--- config.mk ---
export PLATFORM = sky130hd
export DESIGN_NAME = form_urlencoded_decoder_top_flat
export DESIGN_NICKNAME = d
export VERILOG_FILES = /design/src/fud_pkg.sv /design/src/fud_if.sv /design/src/fud_step.sv /design/src/form_urlencoded_decoder_top.sv /design/src/flat_wrapper.sv
export SDC_FILE = /design/constraint.sdc
export NUM_CORES = 1
export LEC_CHECK = 0
export BUFFER_PORTS_ARGS = -buffer_cell sky130_fd_sc_hd__buf_2
export CORE_UTILIZATION = 55
export CTS_BUF_LIST = sky130_fd_sc_hd__clkbuf_8
export DETAILED_ROUTE_END_ITERATION = 16
export PLACE_DENSITY = 0.8
export SLEW_MARGIN = 25
export SYNTH_ARGS = -nofsm -noshare
export SYNTH_HDL_FRONTEND = slang
export SYNTH_SLANG_ARGS = --single-unit
--- constraint.sdc ---
create_clock -name clock -period 4.5 [get_ports clock]
set_clock_uncertainty 0.15 [all_clocks]
set_input_delay 0.675 -clock clock [delete_from_list [all_inputs] [get_ports clock]]
set_output_delay 0.675 -clock clock [all_outputs]
set_load 0.005 [all_outputs]
--- src/fud_pkg.sv ---
// Shared types, constants and helpers of the form-encoded stream decoder.
`default_nettype none

package fud_pkg;

   localparam int unsigned BYTE_W   = 8;
   localparam int unsigned COUNT_W  = 16;
   localparam int unsigned PAIR_W   = 10;
   localparam int unsigned CSR_IDX_W = 2;
   localparam int unsigned CSR_DATA_W = 16;

   // register indexes
   localparam logic [CSR_IDX_W-1:0] CSR_LIMIT_ENABLE = 2'd0;
   localparam logic [CSR_IDX_W-1:0] CSR_BYTE_LIMIT   = 2'd1;
   localparam logic [CSR_IDX_W-1:0] CSR_DECODE_NAMES = 2'd2;

   // result kinds
   localparam logic [1:0] KIND_DATA     = 2'd0;
   localparam logic [1:0] KIND_PAIR_END = 2'd1;
   localparam logic [1:0] KIND_ERROR    = 2'd2;

   // escape progress
   localparam logic [1:0] ESC_NONE = 2'd0;
   localparam logic [1:0] ESC_HIGH = 2'd1;
   localparam logic [1:0] ESC_LOW  = 2'd2;

   localparam logic [BYTE_W-1:0] CHAR_PLUS    = 8'h2B;
   localparam logic [BYTE_W-1:0] CHAR_PERCENT = 8'h25;
   localparam logic [BYTE_W-1:0] CHAR_AMP     = 8'h26;
   localparam logic [BYTE_W-1:0] CHAR_EQUAL   = 8'h3D;
   localparam logic [BYTE_W-1:0] CHAR_SPACE   = 8'h20;
   localparam logic [BYTE_W-1:0] CHAR_LF      = 8'd10;
   localparam logic [BYTE_W-1:0] CHAR_CR      = 8'd13;

   localparam logic [COUNT_W-1:0] COUNT_MAX = {COUNT_W{1'b1}};

   typedef struct packed {
      logic                 limit_enable;
      logic [COUNT_W-1:0]   byte_limit;
      logic                 decode_names;
   } cfg_type;

   typedef struct packed {
      logic                 in_value_part;
      logic [1:0]           escape_stage;
      logic [3:0]           high_nibble;
      logic [COUNT_W-1:0]   byte_count;
      logic [PAIR_W-1:0]    pair_length;
      logic                 stopped;
   } state_type;

   typedef struct packed {
      logic [BYTE_W-1:0]    out_byte;
      logic                 in_value;
      logic [1:0]           kind;
      logic                 last;
   } result_type;

   // hex digit value; bit 4 set when the byte is not a hex digit
   function automatic logic [4:0] hex_value(input logic [BYTE_W-1:0] c);
      logic [4:0] v;
      v = 5'd16;
      if (c >= 8'h30 && c <= 8'h39) v = 5'(c - 8'h30);
      else if (c >= 8'h61 && c <= 8'h66) v = 5'(c - 8'h61 + 8'd10);
      else if (c >= 8'h41 && c <= 8'h46) v = 5'(c - 8'h41 + 8'd10);
      return v;
   endfunction

endpackage

`default_nettype wire

--- src/fud_if.sv ---
// Request and response channel interfaces of the form-encoded stream decoder.
`default_nettype none

interface fud_req_if;
   logic       valid;
   logic       ready;
   logic [7:0] in_byte;
   logic       end_of_input;

   modport source (output valid, output in_byte, output end_of_input, input ready);
   modport sink   (input valid, input in_byte, input end_of_input, output ready);
endinterface

interface fud_rsp_if;
   logic       valid;
   logic       ready;
   logic [7:0] out_byte;
   logic       in_value;
   logic [1:0] kind;
   logic       last;

   modport source (output valid, output out_byte, output in_value, output kind,
                   output last, input ready);
   modport sink   (input valid, input out_byte, input in_value, input kind,
                   input last, output ready);
endinterface

`default_nettype wire

--- src/fud_step.sv ---
// Next-state and result logic for one raw byte of the stream.
`default_nettype none

module fud_step #(
   parameter int unsigned PAIR_LIMIT = 511
) (
   input  fud_pkg::cfg_type    cfg,
   input  fud_pkg::state_type  cur,
   input  logic [7:0]          in_byte,
   input  logic                end_of_input,
   output fud_pkg::state_type  nxt,
   output logic                emit,
   output fud_pkg::result_type res
);

   logic [fud_pkg::COUNT_W-1:0] count_inc;
   logic                        do_end;
   logic                        end_last;
   logic                        decoding;
   logic [4:0]                  hex;
   logic [7:0]                  joined;

   assign count_inc = (cur.byte_count != fud_pkg::COUNT_MAX) ?
                      cur.byte_count + 1'b1 : cur.byte_count;
   assign decoding  = cur.in_value_part | cfg.decode_names;
   assign hex       = fud_pkg::hex_value(in_byte);
   assign joined    = {cur.high_nibble, hex[3:0]};

   always_comb begin
      nxt      = cur;
      emit     = 1'b0;
      res      = '0;
      do_end   = 1'b0;
      end_last = 1'b0;

      if (!cur.stopped) begin
         if (end_of_input) begin
            if (cur.byte_count == '0) begin
               nxt.stopped = 1'b1;
            end else begin
               do_end   = 1'b1;
               end_last = 1'b1;
            end
         end else begin
            nxt.byte_count = count_inc;
            if (cfg.limit_enable && count_inc >= cfg.byte_limit) begin
               do_end   = 1'b1;
               end_last = 1'b1;
            end else if (in_byte == fud_pkg::CHAR_AMP) begin
               do_end = 1'b1;
            end else if (cur.pair_length < fud_pkg::PAIR_W'(PAIR_LIMIT)) begin
               nxt.pair_length = cur.pair_length + 1'b1;
               if (decoding && cur.escape_stage != fud_pkg::ESC_NONE) begin
                  if (hex[4]) begin
                     nxt.stopped  = 1'b1;
                     emit         = 1'b1;
                     res.in_value = cur.in_value_part;
                     res.kind     = fud_pkg::KIND_ERROR;
                     res.last     = 1'b1;
                  end else if (cur.escape_stage == fud_pkg::ESC_HIGH) begin
                     nxt.high_nibble  = hex[3:0];
                     nxt.escape_stage = fud_pkg::ESC_LOW;
                  end else begin
                     nxt.escape_stage = fud_pkg::ESC_NONE;
                     emit             = 1'b1;
                     res.in_value     = cur.in_value_part;
                     res.kind         = fud_pkg::KIND_DATA;
                     res.out_byte     = (joined == fud_pkg::CHAR_LF ||
                                         joined == fud_pkg::CHAR_CR) ?
                                        fud_pkg::CHAR_SPACE : joined;
                  end
               end else if (in_byte == fud_pkg::CHAR_EQUAL && !cur.in_value_part) begin
                  nxt.in_value_part = 1'b1;
               end else if (decoding && in_byte == fud_pkg::CHAR_PERCENT) begin
                  nxt.escape_stage = fud_pkg::ESC_HIGH;
               end else begin
                  emit         = 1'b1;
                  res.in_value = cur.in_value_part;
                  res.kind     = fud_pkg::KIND_DATA;
                  res.out_byte = (decoding && in_byte == fud_pkg::CHAR_PLUS) ?
                                 fud_pkg::CHAR_SPACE : in_byte;
               end
            end
         end

         // close the pair; an unfinished escape turns it into an error
         if (do_end) begin
            emit         = 1'b1;
            res.in_value = cur.in_value_part;
            if (cur.escape_stage != fud_pkg::ESC_NONE) begin
               nxt.stopped = 1'b1;
               res.kind    = fud_pkg::KIND_ERROR;
               res.last    = 1'b1;
            end else begin
               nxt.in_value_part = 1'b0;
               nxt.pair_length   = '0;
               nxt.stopped       = end_last;
               res.kind          = fud_pkg::KIND_PAIR_END;
               res.last          = end_last;
            end
         end
      end
   end

endmodule

`default_nettype wire

--- src/form_urlencoded_decoder_top.sv ---
// Top level of the form-encoded stream decoder: registers, handshake, config.
// Results are registered: a result appears on rsp in the cycle after its input item is accepted.
// Throughput: one input item per cycle; req.ready drops only while a result
// waits in the output register and rsp.ready is low.
// Reset: synchronous, active high; clears decode state, registers and rsp.valid.
// After the stream stops, items are still taken but give no result until reset.
`default_nettype none

module form_urlencoded_decoder_top #(
   parameter int unsigned PAIR_LIMIT = 511
) (
   input  wire logic                            clock,
   input  wire logic                            reset,
   fud_req_if.sink                              req,
   fud_rsp_if.source                            rsp,
   input  wire logic                            csr_we,
   input  wire logic [fud_pkg::CSR_IDX_W-1:0]   csr_index,
   input  wire logic [fud_pkg::CSR_DATA_W-1:0]  csr_wdata
);

   // configuration registers
   fud_pkg::cfg_type    cfg_ff;
   fud_pkg::cfg_type    cfg_in;

   // per-stream decode state
   fud_pkg::state_type  state_ff;
   fud_pkg::state_type  state_in;

   // output register
   logic                rsp_valid_ff;
   logic                rsp_valid_in;
   fud_pkg::result_type rsp_data_ff;
   fud_pkg::result_type rsp_data_in;

   fud_pkg::result_type step_res;
   logic                step_emit;
   logic                accept;

   // take a new item whenever the output register is free or drains this cycle
   assign req.ready = !rsp_valid_ff || rsp.ready;
   assign accept    = req.valid && req.ready;

   fud_step #(
      .PAIR_LIMIT (PAIR_LIMIT)
   ) u_step (
      .cfg          (cfg_ff),
      .cur          (state_ff),
      .in_byte      (req.in_byte),
      .end_of_input (req.end_of_input),
      .nxt          (state_in),
      .emit         (step_emit),
      .res          (step_res)
   );

   // register writes; unknown indexes are dropped
   always_comb begin
      cfg_in = cfg_ff;
      if (csr_we) begin
         case (csr_index)
            fud_pkg::CSR_LIMIT_ENABLE: cfg_in.limit_enable = csr_wdata[0];
            fud_pkg::CSR_BYTE_LIMIT:   cfg_in.byte_limit   = csr_wdata;
            fud_pkg::CSR_DECODE_NAMES: cfg_in.decode_names = csr_wdata[0];
            default:                   cfg_in = cfg_ff;
         endcase
      end
   end

   // load a fresh result, drop a taken one, otherwise hold
   always_comb begin
      rsp_valid_in = rsp_valid_ff;
      rsp_data_in  = rsp_data_ff;
      if (accept && step_emit) begin
         rsp_valid_in = 1'b1;
         rsp_data_in  = step_res;
      end else if (rsp.ready) begin
         rsp_valid_in = 1'b0;
      end
   end

   always_ff @(posedge clock) begin
      if (reset) begin
         cfg_ff       <= '0;
         state_ff     <= '0;
         rsp_valid_ff <= 1'b0;
      end else begin
         cfg_ff       <= cfg_in;
         rsp_valid_ff <= rsp_valid_in;
         if (accept) begin
            state_ff <= state_in;
         end
      end
   end

   always_ff @(posedge clock) begin
      rsp_data_ff <= rsp_data_in;
   end

   assign rsp.valid    = rsp_valid_ff;
   assign rsp.out_byte = rsp_data_ff.out_byte;
   assign rsp.in_value = rsp_data_ff.in_value;
   assign rsp.kind     = rsp_data_ff.kind;
   assign rsp.last     = rsp_data_ff.last;

endmodule

`default_nettype wire

--- src/flat_wrapper.sv ---
// flat-port wrapper written by rule: the top's interface ports become plain ports
module form_urlencoded_decoder_top_flat 
#(
   parameter int unsigned PAIR_LIMIT = 511
)
  (clock, reset, csr_we, csr_index, csr_wdata, req_valid, req_in_byte, req_end_of_input, req_ready, rsp_valid, rsp_out_byte, rsp_in_value, rsp_kind, rsp_last, rsp_ready);
  fud_req_if req_i ();
  fud_rsp_if rsp_i ();
  input  wire logic clock;
  input  wire logic reset;
  input  wire logic csr_we;
  input  wire logic [fud_pkg::CSR_IDX_W-1:0] csr_index;
  input  wire logic [fud_pkg::CSR_DATA_W-1:0] csr_wdata;
  input wire logic [$bits(req_i.valid)-1:0] req_valid;
  input wire logic [$bits(req_i.in_byte)-1:0] req_in_byte;
  input wire logic [$bits(req_i.end_of_input)-1:0] req_end_of_input;
  output wire logic [$bits(req_i.ready)-1:0] req_ready;
  output wire logic [$bits(rsp_i.valid)-1:0] rsp_valid;
  output wire logic [$bits(rsp_i.out_byte)-1:0] rsp_out_byte;
  output wire logic [$bits(rsp_i.in_value)-1:0] rsp_in_value;
  output wire logic [$bits(rsp_i.kind)-1:0] rsp_kind;
  output wire logic [$bits(rsp_i.last)-1:0] rsp_last;
  input wire logic [$bits(rsp_i.ready)-1:0] rsp_ready;
  assign req_i.valid = req_valid;
  assign req_i.in_byte = req_in_byte;
  assign req_i.end_of_input = req_end_of_input;
  assign req_ready = req_i.ready;
  assign rsp_valid = rsp_i.valid;
  assign rsp_out_byte = rsp_i.out_byte;
  assign rsp_in_value = rsp_i.in_value;
  assign rsp_kind = rsp_i.kind;
  assign rsp_last = rsp_i.last;
  assign rsp_i.ready = rsp_ready;
  form_urlencoded_decoder_top #(.PAIR_LIMIT(PAIR_LIMIT)) u_core (.clock(clock), .reset(reset), .req(req_i), .rsp(rsp_i), .csr_we(csr_we), .csr_index(csr_index), .csr_wdata(csr_wdata));
endmodule
==> metrics.yaml, run 1 <==
status:
  status: "finished, final reports clean"
cells_and_area:
  final_cell_mix: "70 x nand2_1, 53 x dfxtp_1, 45 x buf_2, 39 x a21oi_1, 33 x nor2_1"
  antenna_cells: 0
  fin_util: 0.6695
  finalNetCount: 610
  post_route_cells_drive_above_1_share: 0.2129
  final_common_cell: "nand2_1"
  syn2layout_area_growth_pct: 17.93
worst_setup_path:
  setup.worst_path.start: "u_core.state_ff[11]"
  reg2reg_from: "u_core.state_ff[11]"
  cp_max_fo: 6
  crit_family: "simple AND/OR/NAND/NOR gates"
  reg2reg_to: "u_core.state_ff[28]"
  slowest_stage: "or4_4"
  crit_buf_inv: 3
  critPathKind: "reg -> reg"
  critPathCaptureType: "register"
  r2r_setup_slack_ns: 0.08
  cpMostUsedCell: "buf_4"
  crit_path_max_incr_delay_ns: 0.53
  start_kind: "register"
  critPathRequiredTime_ns: 4.59
  reg2reg_depth: 15
  path_cells: "ha_2 -> nand2_2 -> or4_4 -> buf_4 -> nor3_1 -> mux2_2 -> ha_1 -> a211oi_1 -> o22ai_1 -> a2111oi_2 -> buf_4 -> a31oi_4 -> buf_4 -> or4_4 -> mux2_4"
  crit_arrival_ns: 4.52
synth:
  ys_ff_latch: 65
  synth-edff-count: 12
  synth_area_sq_um: 4118
  synth_warnings: 0
  syn_inst: 500
  ys_seq_area_frac: 0.3452
  synth-main-ff-cell: "dfxtp_1"
  avgSynthCellArea_sq_um: 8.235
  synth_nets: 556
  async_flop_share: 0
  yosysUniqueCellTypes: 68
route:
  drt-total-wl_microns: 10280
  antenna_left: 0
  route.detailed.drc: 0
  drt_iter0_drc: 339
  via_count: 3981
  routedWlPerCell_microns: 15.63
  routed_via_density: 6.050
  drt_first_pass_iters: 5
grt:
  antenna_found_initial: 0
  grt_usage: 0.2749
  overflow: 0
  grt_max_degree: 60
  grt_pass1_vias: 3470
  grt_first_pass_wirelength_microns: 16600
floorplan:
  row_count: 31
  ios: 46
  dieWidth_microns: 88.53
  dieArea_sq_um: 7837
  core_area_sq_um: 7253
  dieHeight_microns: 88.53
  initial_core_util: 0.5677
sta:
  fin_crit_ns: 4.424
  drv_slew: 0
  tns_ns: 0
  finalSetupViolCount: 0
  max_slew_margin: 0.3025
  max_freq_mhz: 226.0
  hold_viol_final: 0
  worst_slack_ns: 0.07555
  tightest_slew_ns: 1.046
  fin_hold_ws_ns: 0.3116
  min_period_over_period: 0.9832
clocking:
  path_clk_slew_ns: 0.08
  cts.sink_count: 65
  numCtsBuffers: 9
  clockBufferDepth: 2
  cts_tree: "done"
  clock_latency_ns: 0.35
  ctsRootBufferMaster: "clkbuf_8"
  ctsHoldBuffers: 0
  htreeDepth: 3
min_path:
  hp-start: "u_core.cfg_ff[15]"
  min_path_type: "reg -> reg"
  hold_depth: 2
  whs_endpoint: "u_core.cfg_ff[15]"
flow_run:
  drv_cap: 0
power_and_ir_drop:
  peakVddDrop_v: 0.0001712
  power_mw: 1.402
  power.density_nw_per_um2: 288.7
  power.leakage_nw: 1.882
place:
  place.gp.congestion: 0.9656
  dp_hpwl_microns: 7346
  place_ws_ns: -0.02038
  io_buffers: 45
[worst min-delay path: stages (launching register included)]
cell and delay [ns]:
dfxtp_1 0.32, nand2_1 0.05, a21oi_1 0.05
[stage by stage]
stage / area (sq um) / std cells
after CTS: 4770 / 653
after detailed placement: 4511 / 636
after global routing: 4856 / 658
final: 4856 / 658
after global placement: 4511 / 636
after floorplan: 4148 / 500
[worst max path at each step]
stage                          endpoint  slack [ns]  depth (start not counted)
floorplan           u_core.state_ff[28]       -0.01                         16
global placement     u_core.state_ff[8]        0.11                         16
detailed placement   u_core.state_ff[8]       -0.02                         16
CTS                  u_core.state_ff[4]        0.01                         16
global route        u_core.state_ff[30]       -0.10                         16
finish              u_core.state_ff[28]        0.08                         15
[report_power, final]
group          switching (mW)  leakage, nW  internal [mW]
Sequential            0.00866        0.546          0.614
Combinational           0.105         1.21         0.0673
Clock                   0.239        0.121          0.369
Total                   0.352         1.88           1.05
[registers in the layout (all words and copies together), names as in the netlist]
register / cells
u_core.rsp.last: 1
u_core.rsp.valid: 1
u_core.cfg_ff: 18
u_core.rsp.in_value: 1
u_core.rsp.kind: 2
u_core.state_ff: 34
u_core.rsp.out_byte: 8
[Yosys cell counts (9+ instances only)]
| cell | n | area, sq um |
|---|---|---|
| xnor2_1 | 11 | 96.34 |
| ha_1 | 24 | 300.3 |
| nand2_1 | 72 | 270.3 |
| nor3_1 | 14 | 70.07 |
| o21ai_0 | 11 | 55.05 |
| inv_1 | 27 | 101.4 |
| dfxtp_1 | 53 | 1061 |
| nor4_1 | 11 | 68.82 |
| nor2_1 | 33 | 123.9 |
| edfxtp_1 | 12 | 360.4 |
| nand3_1 | 18 | 90.09 |
| clkbuf_1 | 19 | 71.32 |
| nand2b_1 | 11 | 68.82 |
| a211oi_1 | 11 | 82.58 |
| a21oi_1 | 39 | 195.2 |
| or4_1 | 9 | 67.56 |
[cells by family after synthesis]
| family | Yosys count | share of synthesized area |
|---|---|---|
| compound gates | 111 | 0.1854 |
| flops | 65 | 0.3452 |
| mux | 12 | 0.03190 |
| xor+xnor | 16 | 0.03403 |
| fa+ha+maj | 24 | 0.07293 |
| buf+inv | 53 | 0.05318 |
| simple gates | 219 | 0.2774 |
[routing by layer]
metal  global-route usage  vias up  share of wire
li1                     -     1941              -
met1               0.3957     1852           0.46
met2               0.4056      165           0.44
met3              0.05877       23          0.080
met4              0.09677        0          0.022
met5                    0        -              0
[area by class of cell]
type | count | area, sq um
Clock buffer | 9 | 123.9
Clock inverter | 7 | 118.9
Fill cell | 596 | 2397
Inverter | 27 | 101.3
Multi-Input combinational cell | 384 | 2572
Sequential cell | 65 | 1421
Tap cell | 99 | 123.9
Timing Repair Buffer | 67 | 394.1
[what timing repair did]
action                     CTS  global route
hold endpoints to repair     0             0
gates cloned                 0             2
gates resized for setup      3            12
setup buffers                1             3
pin swaps                    0             7
setup endpoints to repair    6            36
Power figures use the tool's default switching activity.
==> run 2, diff against run 1 <==
- ABC_AREA: default -> 1
- PLACE_DENSITY: 0.8 -> 0.79
==> run 2 against run 1 <==
Against the previous run:
- die area up 4.0%
- flip-flop and latch count stayed put
- clock-buffer cell count grew 1
- core utilization shrank 2.4 points
- combinational power is 50% higher
- via count rose by 4.6%
- first-iteration DRC count decreased by 41%
- clock power shrank 17%
- setup slack gained 0.65 ns
- register-to-register slack better by 0.65 ns
- sequential power grew 3.7%
==> metrics.yaml, run 2 <==
status:
  status: "finished, final reports clean"  # unchanged
clocking:
  numCtsBuffers: 9  # unchanged
  ctsHoldBuffers: 0  # unchanged
  cts_tree: "done"  # unchanged
  clockBufferDepth: 2  # unchanged
  htreeDepth: 3  # unchanged
  ctsResizeCount: 0  # was 3
  ctsRootBufferMaster: "clkbuf_8"  # unchanged
  cts.sink_count: 65  # unchanged
  clock_latency_ns: 0.35  # about the same
  cts_setup_buffers: 0  # was 1
  path_clk_slew_ns: 0.07  # was 0.08 ns
sta:
  hold_viol_final: 0  # unchanged
  tns_ns: 0  # unchanged
  fin_crit_ns: 3.771  # was 4.424 ns
  max_slew_margin: 0.4612  # was 0.3025
  finalSetupViolCount: 0  # unchanged
  max_freq_mhz: 265.2  # was 226.0 MHz
  min_period_over_period: 0.8379  # was 0.9832
  drv_slew: 0  # unchanged
  tightest_slew_ns: 0.8072  # was 1.046 ns
  rsz0062_at_grt: "false"
synth:
  ys_seq_area_frac: 0.3315  # was 0.3452
  synth-edff-count: 12  # unchanged
  synth.area.top_cells: "dfxtp_1 25%, nand2_1 10%, inv_1 8.9%"  # was dfxtp_1 26%, edfxtp_1 8.8%, ha_1 7.3%
  synth_top_area_cell: "dfxtp_1"  # unchanged
  ys_ff_latch: 65  # unchanged
  synth_nets: 681  # was 556
  synth_common_cells: "119 x nand2_1, 102 x inv_1, 60 x nor2_1, 57 x a21oi_1, 53 x dfxtp_1"  # was 72 x nand2_1, 53 x dfxtp_1, 39 x a21oi_1, 33 x nor2_1, 27 x inv_1
  avgSynthCellArea_sq_um: 6.861  # was 8.235 sq um
  async_flop_share: 0  # unchanged
  synth_top_area_share: 0.2474  # was 0.2577
  synth-main-ff-cell: "dfxtp_1"  # unchanged
  syn_inst: 625  # was 500
  synth_warnings: 0  # unchanged
  yosysUniqueCellTypes: 43  # was 68
  synth_area_sq_um: 4288  # was 4118 sq um
  yosysMostFrequentCell: "nand2_1"  # unchanged
cells_and_area:
  post_route_cells_drive_above_1_share: 0.1647  # was 0.2129
  fin_util: 0.6457  # was 0.6695
  largest_reg_flops: 34  # unchanged
  finalNetCount: 725  # was 610
  multi_input_area_sq_um: 2379  # was 2572 sq um
  regArea_sq_um: 1421  # unchanged
  n_fill_cell: 655  # was 596
  final_common_cell: "nand2_1"  # unchanged
  syn2layout_area_growth_pct: 11.56  # was 17.93%
  antenna_cells: 0  # unchanged
  final_cell_mix: "119 x nand2_1, 102 x inv_1, 60 x nor2_1, 57 x a21oi_1, 53 x dfxtp_1"  # was 70 x nand2_1, 53 x dfxtp_1, 45 x buf_2, 39 x a21oi_1, 33 x nor2_1
  largest-register: "u_core.state_ff"  # unchanged
floorplan:
  dieWidth_microns: 90.30  # was 88.53 microns
  core_area_sq_um: 7408  # was 7253 sq um
  initial_core_util: 0.5788  # was 0.5677
  dieArea_sq_um: 8153  # was 7837 sq um
  row_count: 31  # unchanged
  dieHeight_microns: 90.30  # was 88.53 microns
  ios: 46  # unchanged
worst_setup_path:
  start_kind: "register"  # unchanged
  crit_cells: 21  # was 15
  critPathCaptureType: "register"  # unchanged
  critPathKind: "reg -> reg"  # unchanged
  setup.worst_path.start: "u_core.state_ff[11]"  # unchanged
  critPathRequiredTime_ns: 4.35  # was 4.59 ns
  crit_end: "u_core.rsp.out_byte[2]"  # was u_core.state_ff[28]
  crit_path_max_incr_delay_ns: 0.39  # was 0.53 ns
  cp_max_fo: 12  # was 6
  crit_family: "simple AND/OR/NAND/NOR gates"  # unchanged
  reg2reg_from: "u_core.state_ff[11]"  # unchanged
  crit_buf_inv: 1  # was 3
  r2r_setup_slack_ns: 0.73  # was 0.08 ns
  slowest_stage: "dfxtp_1"  # was or4_4
  cpMostUsedCell: "nand2_1"  # was buf_4
  crit_arrival_ns: 3.62  # was 4.52 ns
  reg2reg_to: "u_core.rsp.out_byte[2]"  # was u_core.state_ff[28]
  reg2reg_depth: 21  # was 15
  path_cells: "ha_1 -> nand4_2 -> nor2_2 -> nand2_2 -> nor2_4 -> nand2_2 -> nand2_1 -> nor2_1 -> xor2_1 -> ha_1 -> a21oi_1 -> nor2_1 -> nor2_1 -> nand2_1 -> nand2_1 -> nand3_1 -> nand2_2 -> nand4_1 -> nand2_1 -> nand2_1 -> inv_1"  # was ha_2 -> nand2_2 -> or4_4 -> buf_4 -> nor3_1 -> mux2_2 -> ha_1 -> a211oi_1 -> o22ai_1 -> a2111oi_2 -> buf_4 -> a31oi_4 -> buf_4 -> or4_4 -> mux2_4
power_and_ir_drop:
  peakVddDrop_v: 0.0001585  # was 0.0001712 V
  power.density_nw_per_um2: 295.0  # was 288.7 nW/um^2
  power.leakage_nw: 2.312  # was 1.882 nW
route:
  routed_via_density: 5.386  # was 6.050
  drt_iter0_drc: 200  # was 339
  route.detailed.drc: 0  # unchanged
  antenna_left: 0  # unchanged
  routedWlPerCell_microns: 12.97  # was 15.63 microns
  drt_first_pass_iters: 5  # unchanged
  via_count: 4163  # was 3981
  drt-total-wl_microns: 10020  # was 10280 microns
grt:
  antenna_found_initial: 0  # unchanged
  grt_max_degree: 32  # was 60
  grt_first_pass_wirelength_microns: 16970  # was 16600 microns
  overflow: 0  # unchanged
  grt_pass1_vias: 4036  # was 3470
  grt_usage: 0.2557  # was 0.2749
flow_run:
  drv_cap: 0  # unchanged
place:
  dp_hpwl_microns: 7568  # was 7346 microns
  place.gp.congestion: 0.9272  # was 0.9656
  io_buffers: 45  # unchanged
min_path:
  min_path_type: "reg -> reg"  # unchanged
-- run 2: kinds of logic (layout without fill, tap and decap cells) --
| kind of cell | count (synthesis) | after routing | synth area share |
|---|---|---|---|
| simple gates | 285 | 285 | 0.3198 |
| buf+inv | 126 | 175 | 0.1138 |
| compound gates | 115 | 115 | 0.1444 |
| flops | 65 | 65 | 0.3315 |
| fa+ha+maj | 24 | 24 | 0.07003 |
| xor+xnor | 10 | 10 | 0.02043 |
-- run 2: tightest hold or removal path: stages (launching register included) --
cell     delay [ns]
dfxtp_1        0.30
inv_1          0.06
a21oi_1        0.06
-- run 2: where the power goes --
group          total [mW]  switching [mW]  internal (mW)
combinational       0.258           0.169         0.0895
clock               0.507           0.236          0.271
sequential          0.645          0.0187          0.626
-- run 2: metrics by stage --
step / worst slack [ns] / power [mW] / instance area [sq um] / hold slack (ns) / instances
final: 0.7293 / 1.411 / 4783 / 0.3132 / 773
after global routing: 0.2351 / 1.482 / 4783 / 0.3355 / 773
after CTS: 0.7237 / 1.417 / 4783 / 0.3174 / 773
after detailed placement: 0.7320 / 0.9116 / 4578 / 0.3068 / 757
after global placement: 0.9060 / 0.9038 / 4578 / 0.3022 / 757
after floorplan: 1.184 / 0.8363 / 4288 / 0.2828 / 625
-- run 2: layout make-up --
| type | count | area share |
|---|---|---|
| Multi-Input combinational cell | 434 | 0.4973 |
| Inverter | 114 | 0.08972 |
| Clock buffer | 10 | 0.02877 |
| Tap cell | 99 | 0.02590 |
| Timing Repair Buffer | 45 | 0.04708 |
| Clock inverter | 6 | 0.01413 |
| Sequential cell | 65 | 0.2971 |
-- run 2: worst min path at each step --
stage                        end  slack, ns  cells after the start               from
2_1_floorplan   u_core.cfg_ff[5]       0.28                      2   u_core.cfg_ff[5]
3_3_place_gp   u_core.cfg_ff[14]       0.30                      2  u_core.cfg_ff[14]
3_5_place_dp    u_core.cfg_ff[8]       0.31                      2   u_core.cfg_ff[8]
4_1_cts         u_core.cfg_ff[8]       0.32                      2   u_core.cfg_ff[8]
5_1_grt         u_core.cfg_ff[3]       0.34                      2   u_core.cfg_ff[3]
6_report        u_core.cfg_ff[8]       0.31                      2   u_core.cfg_ff[8]
-- run 2: per-layer routing --
layer | up-vias | GRT usage | wire, microns
met5 | - | 0 | 0
met4 | 0 | 0.1317 | 313
met3 | 29 | 0.05051 | 525
met2 | 155 | 0.4567 | 4965
met1 | 1856 | 0.2875 | 4219
li1 | 2123 | - | -
